## config.mk

```make
export PLATFORM = sky130hd
export DESIGN_NAME = sha1_message_digest_top
export DESIGN_NICKNAME = d
export VERILOG_FILES = /design/src/hdl/sha1md_pkg.sv /design/src/hdl/sha1md_top.sv /design/src/hdl/sha1md_sched.sv /design/src/hdl/sha1md_round.sv
export SDC_FILE = /design/constraint.sdc
export NUM_CORES = 2
export LEC_CHECK = 0
export ABC_CLOCK_PERIOD_IN_PS = 41300
export BUFFER_PORTS_ARGS = -buffer_cell sky130_fd_sc_hd__buf_4
export CAP_MARGIN = 15
export CORE_ASPECT_RATIO = 0.9
export CORE_UTILIZATION = 65
export CTS_CLUSTER_SIZE = 16
export DETAILED_ROUTE_END_ITERATION = 10
export PLACE_DENSITY = 0.85
export SYNTH_ARGS = -nofsm -noshare
export SYNTH_HDL_FRONTEND = slang
export SYNTH_SLANG_ARGS = --single-unit
```

## constraint.sdc

```tcl
create_clock -name clk -period 41.3 [get_ports clk]
set_input_delay 2.065 -clock clk [delete_from_list [all_inputs] [get_ports clk]]
set_output_delay 2.065 -clock clk [all_outputs]
set_load 0.1 [all_outputs]
```

## src/hdl/sha1md_pkg.sv

```systemverilog
// shared types and constants for the sha-1 message digest block
// no dependencies; imported by every module under hdl/
`timescale 1ns / 1ps
`default_nettype none

package sha1md_pkg;

  localparam int unsigned WORD_W      = 32;
  localparam int unsigned BYTE_W      = 8;
  localparam int unsigned BLOCK_W     = 512;
  localparam int unsigned FILL_W      = 6;
  localparam int unsigned ROUND_W     = 7;
  localparam int unsigned IDX_W       = 3;
  localparam int unsigned LEN_FIELD_W = 64;
  localparam int unsigned NUM_WORDS   = 5;

  localparam logic [FILL_W-1:0]  FILL_LAST  = 6'd63;
  localparam logic [FILL_W-1:0]  PAD_STOP   = 6'd56;
  localparam logic [ROUND_W-1:0] ROUND_LAST = 7'd79;
  localparam logic [IDX_W-1:0]   IDX_LAST   = 3'd4;
  localparam logic [BYTE_W-1:0]  PAD_MARK   = 8'h80;

  localparam logic [WORD_W-1:0] K_0 = 32'h5A827999;
  localparam logic [WORD_W-1:0] K_1 = 32'h6ED9EBA1;
  localparam logic [WORD_W-1:0] K_2 = 32'h8F1BBCDC;
  localparam logic [WORD_W-1:0] K_3 = 32'hCA62C1D6;

  localparam logic [NUM_WORDS-1:0][WORD_W-1:0] H_INIT = {
    32'hC3D2E1F0, 32'h10325476, 32'h98BADCFE, 32'hEFCDAB89, 32'h67452301
  };

  typedef struct packed {
    logic [7:0] data_byte;
    logic       has_byte;
    logic       last;
  } sha1md_in_t;

  typedef struct packed {
    logic [31:0] digest_word;
    logic [2:0]  word_index;
    logic        last_word;
  } sha1md_out_t;

  typedef struct packed {
    logic [WORD_W-1:0] a;
    logic [WORD_W-1:0] b;
    logic [WORD_W-1:0] c;
    logic [WORD_W-1:0] d;
    logic [WORD_W-1:0] e;
  } sha1md_work_t;

  typedef struct packed {
    logic              shift_byte;
    logic              step;
    logic [BYTE_W-1:0] byte_val;
  } sha1md_sched_ctl_t;

  typedef enum logic [2:0] {
    ST_IDLE,
    ST_PAD,
    ST_LEN,
    ST_ROUND,
    ST_FOLD,
    ST_OUT
  } sha1md_state_t;

endpackage

`default_nettype wire

```

## src/hdl/sha1md_top.sv

```systemverilog
// sha-1 digest top: sequencer (fill, pad, compress, emit), chaining words
// depends on sha1md_pkg, sha1md_sched, sha1md_round
// timing: a beat that fills the block drops in_ready while the block is compressed
// (80 rounds and a fold); after the end beat the block is padded, given its length and compressed
// before the first digest word is valid; throughput: one beat a cycle while filling, no input
// during pad, compress or digest output; reset: rst_n sync active low, idle with initial hash
`timescale 1ns / 1ps
`default_nettype none

module sha1_message_digest_top #(
  parameter int unsigned LENGTH_BITS = 64
) (
  input  wire                        clk,
  input  wire                        rst_n,
  input  wire                        in_valid,
  output logic                       in_ready,
  input  sha1md_pkg::sha1md_in_t     in_data,
  output logic                       out_valid,
  input  wire                        out_ready,
  output sha1md_pkg::sha1md_out_t    out_data
);
  import sha1md_pkg::*;

  sha1md_state_t         state_r, state_nxt;
  logic [FILL_W-1:0]      fill_r, fill_nxt;
  logic [LENGTH_BITS-1:0] bitcnt_r, bitcnt_nxt;
  logic [LEN_FIELD_W-1:0] len_r, len_nxt;
  logic                   mark_r, mark_nxt;
  logic                   end_r, end_nxt;
  logic                   fin_r, fin_nxt;
  logic [ROUND_W-1:0]     rnd_r, rnd_nxt;
  logic [IDX_W-1:0]       idx_r, idx_nxt;
  logic [NUM_WORDS-1:0][WORD_W-1:0] h_r, h_nxt;
  sha1md_work_t           work_r, work_nxt, work_rnd;
  sha1md_sched_ctl_t      sched_ctl;
  logic [WORD_W-1:0]      w_cur;
  logic                   in_fire;
  logic                   out_fire;
  logic                   out_done;

  assign in_fire  = in_valid & in_ready;
  assign out_fire = out_valid & out_ready;
  assign out_done = out_fire & (idx_r == IDX_LAST);

  sha1md_sched u_sched (
    .clk   (clk),
    .ctl   (sched_ctl),
    .w_out (w_cur)
  );

  sha1md_round u_round (
    .work_in  (work_r),
    .w_in     (w_cur),
    .rnd      (rnd_r),
    .work_out (work_rnd)
  );

  // next state
  always_comb begin
    state_nxt = state_r;
    unique case (state_r)
      ST_IDLE: begin
        if (in_fire) begin
          if (in_data.has_byte && fill_r == FILL_LAST) begin
            state_nxt = ST_ROUND;
          end else if (in_data.last) begin
            state_nxt = ST_PAD;
          end
        end
      end
      ST_PAD: begin
        if (fill_r == PAD_STOP && !mark_r) begin
          state_nxt = ST_LEN;
        end else if (fill_r == FILL_LAST) begin
          state_nxt = ST_ROUND;
        end
      end
      ST_LEN: begin
        if (fill_r == FILL_LAST) begin
          state_nxt = ST_ROUND;
        end
      end
      ST_ROUND: begin
        if (rnd_r == ROUND_LAST) begin
          state_nxt = ST_FOLD;
        end
      end
      ST_FOLD: begin
        if (fin_r) begin
          state_nxt = ST_OUT;
        end else if (end_r) begin
          state_nxt = ST_PAD;
        end else begin
          state_nxt = ST_IDLE;
        end
      end
      ST_OUT: begin
        if (out_done) begin
          state_nxt = ST_IDLE;
        end
      end
      default: state_nxt = ST_IDLE;
    endcase
  end

  // handshake and buffer control
  always_comb begin
    in_ready  = 1'b0;
    out_valid = 1'b0;
    sched_ctl = '0;
    unique case (state_r)
      ST_IDLE: begin
        in_ready             = 1'b1;
        sched_ctl.shift_byte = in_fire & in_data.has_byte;
        sched_ctl.byte_val   = in_data.data_byte;
      end
      ST_PAD: begin
        sched_ctl.shift_byte = ~(fill_r == PAD_STOP && !mark_r);
        sched_ctl.byte_val   = mark_r ? PAD_MARK : '0;
      end
      ST_LEN: begin
        sched_ctl.shift_byte = 1'b1;
        sched_ctl.byte_val   = len_r[LEN_FIELD_W-1 -: BYTE_W];
      end
      ST_ROUND: begin
        sched_ctl.step = 1'b1;
      end
      ST_FOLD: begin
      end
      ST_OUT: begin
        out_valid = 1'b1;
      end
      default: begin
      end
    endcase
  end

  assign out_data.digest_word = h_r[idx_r];
  assign out_data.word_index  = idx_r;
  assign out_data.last_word   = (idx_r == IDX_LAST);

  // datapath next values
  always_comb begin
    fill_nxt   = fill_r;
    bitcnt_nxt = bitcnt_r;
    len_nxt    = len_r;
    mark_nxt   = mark_r;
    end_nxt    = end_r;
    fin_nxt    = fin_r;
    rnd_nxt    = '0;
    idx_nxt    = idx_r;
    h_nxt      = h_r;
    work_nxt   = work_r;

    // every byte pushed into the buffer advances the fill count
    if (sched_ctl.shift_byte) begin
      fill_nxt = fill_r + 1'b1;
    end

    if (in_fire) begin
      if (in_data.has_byte) begin
        bitcnt_nxt = bitcnt_r + LENGTH_BITS'(8);
      end
      if (in_data.last) begin
        mark_nxt = 1'b1;
        end_nxt  = 1'b1;
      end
    end

    if (state_r == ST_PAD) begin
      if (mark_r) begin
        mark_nxt = 1'b0;
      end
      if (state_nxt == ST_LEN) begin
        // length field is always 64 bits, high bits zero below full width
        len_nxt = LEN_FIELD_W'(bitcnt_r);
      end
    end

    if (state_r == ST_LEN) begin
      len_nxt = {len_r[LEN_FIELD_W-BYTE_W-1:0], {BYTE_W{1'b0}}};
      if (state_nxt == ST_ROUND) begin
        fin_nxt = 1'b1;
      end
    end

    if (state_r == ST_ROUND) begin
      rnd_nxt  = rnd_r + 1'b1;
      work_nxt = work_rnd;
    end else if (state_nxt == ST_ROUND) begin
      work_nxt = {h_r[0], h_r[1], h_r[2], h_r[3], h_r[4]};
    end

    if (state_r == ST_FOLD) begin
      h_nxt[0] = h_r[0] + work_r.a;
      h_nxt[1] = h_r[1] + work_r.b;
      h_nxt[2] = h_r[2] + work_r.c;
      h_nxt[3] = h_r[3] + work_r.d;
      h_nxt[4] = h_r[4] + work_r.e;
    end

    if (out_fire) begin
      idx_nxt = idx_r + 1'b1;
    end

    // last digest beat taken: reinitialize for the next message
    if (out_done) begin
      idx_nxt    = '0;
      h_nxt      = H_INIT;
      bitcnt_nxt = '0;
      end_nxt    = 1'b0;
      fin_nxt    = 1'b0;
    end
  end

  always_ff @(posedge clk) begin
    if (!rst_n) begin
      state_r  <= ST_IDLE;
      fill_r   <= '0;
      bitcnt_r <= '0;
      mark_r   <= 1'b0;
      end_r    <= 1'b0;
      fin_r    <= 1'b0;
      rnd_r    <= '0;
      idx_r    <= '0;
      h_r      <= H_INIT;
    end else begin
      state_r  <= state_nxt;
      fill_r   <= fill_nxt;
      bitcnt_r <= bitcnt_nxt;
      mark_r   <= mark_nxt;
      end_r    <= end_nxt;
      fin_r    <= fin_nxt;
      rnd_r    <= rnd_nxt;
      idx_r    <= idx_nxt;
      h_r      <= h_nxt;
    end
  end

  always_ff @(posedge clk) begin
    len_r  <= len_nxt;
    work_r <= work_nxt;
  end

endmodule

`default_nettype wire

```

## src/hdl/sha1md_sched.sv

```systemverilog
// block buffer and message schedule: a 512-bit shift line of bytes that
// later slides word by word to form w[t]; depends on sha1md_pkg
`timescale 1ns / 1ps
`default_nettype none

module sha1md_sched (
  input  wire                                   clk,
  input  sha1md_pkg::sha1md_sched_ctl_t         ctl,
  output logic [sha1md_pkg::WORD_W-1:0]         w_out
);
  import sha1md_pkg::*;

  logic [BLOCK_W-1:0] win_r;
  logic [BLOCK_W-1:0] win_nxt;
  logic [WORD_W-1:0]  mix;
  logic [WORD_W-1:0]  w_new;

  // word j of the window sits at bits [511-32j -: 32]
  assign mix   = win_r[511-32*13 -: 32] ^ win_r[511-32*8 -: 32] ^
                 win_r[511-32*2 -: 32] ^ win_r[511 -: 32];
  assign w_new = {mix[WORD_W-2:0], mix[WORD_W-1]};
  assign w_out = win_r[511 -: 32];

  always_comb begin
    win_nxt = win_r;
    if (ctl.shift_byte) begin
      win_nxt = {win_r[BLOCK_W-BYTE_W-1:0], ctl.byte_val};
    end else if (ctl.step) begin
      win_nxt = {win_r[BLOCK_W-WORD_W-1:0], w_new};
    end
  end

  always_ff @(posedge clk) begin
    win_r <= win_nxt;
  end

endmodule

`default_nettype wire

```

## src/hdl/sha1md_round.sv

```systemverilog
// one sha-1 round, shared across all 80 rounds of a block
// depends on sha1md_pkg
`timescale 1ns / 1ps
`default_nettype none

module sha1md_round (
  input  sha1md_pkg::sha1md_work_t               work_in,
  input  wire [sha1md_pkg::WORD_W-1:0]           w_in,
  input  wire [sha1md_pkg::ROUND_W-1:0]          rnd,
  output sha1md_pkg::sha1md_work_t               work_out
);
  import sha1md_pkg::*;

  logic [WORD_W-1:0] f;
  logic [WORD_W-1:0] k;
  logic [WORD_W-1:0] t;

  always_comb begin
    if (rnd < 7'd20) begin
      f = (work_in.b & work_in.c) | (~work_in.b & work_in.d);
      k = K_0;
    end else if (rnd < 7'd40) begin
      f = work_in.b ^ work_in.c ^ work_in.d;
      k = K_1;
    end else if (rnd < 7'd60) begin
      f = (work_in.b & work_in.c) | (work_in.b & work_in.d) | (work_in.c & work_in.d);
      k = K_2;
    end else begin
      f = work_in.b ^ work_in.c ^ work_in.d;
      k = K_3;
    end
    t = {work_in.a[26:0], work_in.a[31:27]} + f + work_in.e + k + w_in;
    work_out.a = t;
    work_out.b = work_in.a;
    work_out.c = {work_in.b[1:0], work_in.b[31:2]};
    work_out.d = work_in.c;
    work_out.e = work_in.d;
  end

endmodule

`default_nettype wire
```

==> metrics.md <==
| Metric | Value |
|---|---|
| Mapped Area | `54670 µm²` |
| FFs w/ async S/R, synth | `0` |
| Site Rows | `100` |
| Synthesis warning total | `0` |
| Most common cell in the netlist | `nand2_1` |
| Multiplexer area fraction after synthesis | `0.02128` |
| Final Skew | `0.05061 ns` |
| Root buffer cell | `clkbuf_16` |
| CTS Buffer Depth | `3` |
| Clock-pin slew on the worst setup and hold paths | `0.07 ns` |
| Area leader, netlist | `edfxtp_1` |
| Vias in the first global route | `40856` |
| Die height | `277.1 µm` |
| Hold_ws | `0.4447 ns` |
| Final Slew Violations | `0` |
| First-pass GRT wire length | `220.8 mm` |
| Vias/cell | `6.090` |
| Post-CTS setup buffer count | `0` |
| Min-delay src | `rnd_r[0]` |
| Largest net degree at the start of global routing | `239` |
| Worst slew margin | `0.1992` |
| GRT overflow | `0` |
| PortBufs | `51` |
| Critical path startpoint category | `register` |
| Reg2reg end | `work_r[158]` |
| Via count | `42666` |
| Yosys top cell area share | `0.3999` |
| DP HPWL | `95.77 mm` |
| Area growth syn-to-layout | `8.059%` |
| CTS sink count | `976` |
| I/O Pins | `52` |
| R2R Setup Slk | `34.41 ns` |
| Area share of fa/ha/maj cells after synthesis | `0.09022` |
| Pwr per Cell Area | `40.95 nW/µm²` |
| Stages on the worst setup path | `18` |
| Core area | `82950 µm²` |
| Period utilisation layout | `0.1669` |
| Die X | `307.7 µm` |
| Worst path cell trace | `o21ai_0 -> or3_1 -> buf_4 -> nand2_1 -> inv_1 -> buf_4 -> a221o_1 -> fa_1 -> fa_1 -> ha_1 -> nand3_1 -> nor4_1 -> nand2_1 -> o21ai_0 -> nor4b_1 -> o31ai_1 -> a2111o_1 -> nand4_1` |
| Place WS | `34.69 ns` |
| Gpl congestion | `1.009` |
| Sequential area share after synthesis | `0.4907` |
| HP Class | `register to register` |
| Outcome | `complete, no violations` |
| Max stage delay on crit path | `0.77 ns` |
| Htree depth | `3` |
| Layout cells sized above 1 | `0.05371` |
| Final setup TNS | `0 ns` |
| Max Freq | `145.0 MHz` |
| DR iter-0 viols | `5393` |
| R2R Path Start | `rnd_r[4]` |
| Wire length after detailed routing | `140.8 mm` |
| Worst slew pin tran | `1.201 ns` |
| Hold Vio Cnt, Final | `0` |
| Critical path class | `register to register` |
| VDD IR max | `0.03624 mV` |
| RSZ-0062 raised after global routing | `no` |
| Initial antenna violation count | `3` |
| Die Area | `85270 µm²` |
| CP Capture Type | `register` |
| Syn Area/Cell | `9.318 µm²` |
| Final antenna-violating net count | `0` |
| Tmin final | `6.895 ns` |
| Nets@finish | `6136` |
| Post-CTS Hold Fix Bufs | `0` |
| Average routed wire per standard cell | `20.10 µm` |
| Delay-heaviest family, CP | `simple AND/OR/NAND/NOR gates` |
| Pleak | `24.96 nW` |
| Number of synthesized flops with an enable pin | `728` |
| Net count after synthesis | `6205` |
| CTS resizes | `0` |
| Initial Utilization | `0.6590` |
| Tot GR Track Use | `0.3285` |
| Compound-Gate Fraction of Synth Area | `0.1150` |
| Iteration count of the initial detailed-routing pass | `10` |
| Synth Register Bits | `976` |
| Max-capacitance violation count | `0` |
| CTS tree | `built` |
| DR DRC count | `0` |
| Arr. time, crit path | `7.31 ns` |
| CP max FO | `18` |
| Worst r2r path cells | `18` |
| Crit-path slowest cell | `nor4_1` |
| Post-Synth XOR/XNOR Area | `0.05031` |
| Endpoint, Worst Hold | `rnd_r[0]` |
| Required @ worst endpoint | `41.72 ns` |
| Top FF cell, synth | `edfxtp_1` |
| Clk_lat worst skew | `0.70 ns` |
| TritonCTS buffer count | `100` |
| Final WS setup | `34.41 ns` |
| Cells after Synth | `5867` |
| Post-synth top cells | `nand2_1, edfxtp_1, inv_1, o21ai_0, a21oi_1` |
| Post-synth cell types | `94` |
| Core Util, Final | `0.7121` |
| Largest family of logic cells by synthesized area | `simple AND/OR/NAND/NOR gates` |
| Worst hold stages | `1` |
| Simple-gate share of the synthesized area | `0.1910` |
| WP buf/inv | `3` |
| Ranking of synthesized cells by area | `edfxtp_1, nand2_1, dfxtp_1, ha_1, fa_1` |
| Count of final setup violators | `0` |
==> cells by family (layout without fill, tap and decap cells) <==
family,count (synthesis),in the layout
and+or+nand+nor,2580,2580
AOI/OAI and AO/OA,1008,1008
DFF,976,976
buffers and inverters,589,605
adders and majority gates,324,324
xor gates and xnor gates,314,314
muxes,76,76
other,0,1
==> flip-flops by register name, summed over array words and instances, names as in the netlist <==
name and cells:
u_sched.win_r 512, work_r 160, idx_r 3, end_r 1, h_r 160, fill_r 6
len_r 61, fin_r 1, state_r 3, bitcnt_r 61, mark_r 1, rnd_r 7
==> cell type report <==
cell class / instances / area (µm²)
flip-flops and latches: 976 / 26830
inverters: 327 / 1227
repair buffers: 91 / 743.2
clock inverters: 58 / 564.3
clock buffers: 129 / 2651
well taps: 1122 / 1404
diodes: 1 / 2.502
fillers: 6010 / 23880
multi-input cells: 4302 / 25650
==> cell usage in the layout (no fill, tap or decap), drive strengths merged, types with 10 or more instances in the layout <==
cell and instances:
or2 10, mux4 32, inv 330, nand3 68, xnor2 206, a21boi 13, and3 36, nor3 32
a22o 55, nand2b 30, and2 16, edfxtp 728, fa 117, o21bai 23, o211ai 39, a211oi 35
a21oi 271, or3 28, clkinv 42, ha 207, nor2 230, o31ai 18, mux2i 42, clkbuf 129
buf 91, a21o 85, and4 11, xor2 108, a221oi 25, o21ai 319, dfxtp 248, o22ai 11
a31oi 23, nand4 21, nand2 2049, nor2b 26, o21a 26
==> how the worst max path moves through the flow <==
| stage | startpoint | endpoint |
|---|---|---|
| floorplan | in_data[1] | work_r[0] |
| global placement | rnd_r[2] | work_r[158] |
| detailed placement | rnd_r[2] | work_r[158] |
| CTS | rnd_r[4] | work_r[158] |
| global route | rnd_r[4] | work_r[158] |
| finish | rnd_r[4] | work_r[158] |
==> metal layers <==
layer  track usage  wire, µm  up-vias
li1              -         -    19798
met1        0.4616     57630    20421
met2        0.4938     62550     2035
met3       0.06520     13790      408
met4        0.1501      6838        4
met5             0        21        -
==> per-stage QoR <==
step	cells	cell area (µm²)	power (mW)
after floorplan	5867	54670	1.473
after global placement	6817	55850	1.522
after detailed placement	6817	55850	1.535
after CTS	7004	59070	2.424
after global routing	7005	59070	2.510
final	7006	59070	2.419
==> worst register-to-register path: stages, from the launching register on <==
cell and delay [ns]:
dfxtp_1 0.45, o21ai_0 0.16, or3_1 0.33, buf_4 0.25, nand2_1 0.66, inv_1 0.33, buf_4 0.30, a221o_1 0.34
fa_1 0.41, fa_1 0.47, ha_1 0.39, nand3_1 0.16, nor4_1 0.78, nand2_1 0.15, o21ai_0 0.35, nor4b_1 0.16
o31ai_1 0.59, a2111o_1 0.25, nand4_1 0.09
==> where the power goes <==
group	switching (mW)	internal [mW]
logic	0.209	0.115
registers	0.0471	1.15
clock network	0.400	0.495
total	0.657	1.76
No activity file was read; power rests on OpenSTA's default activity.
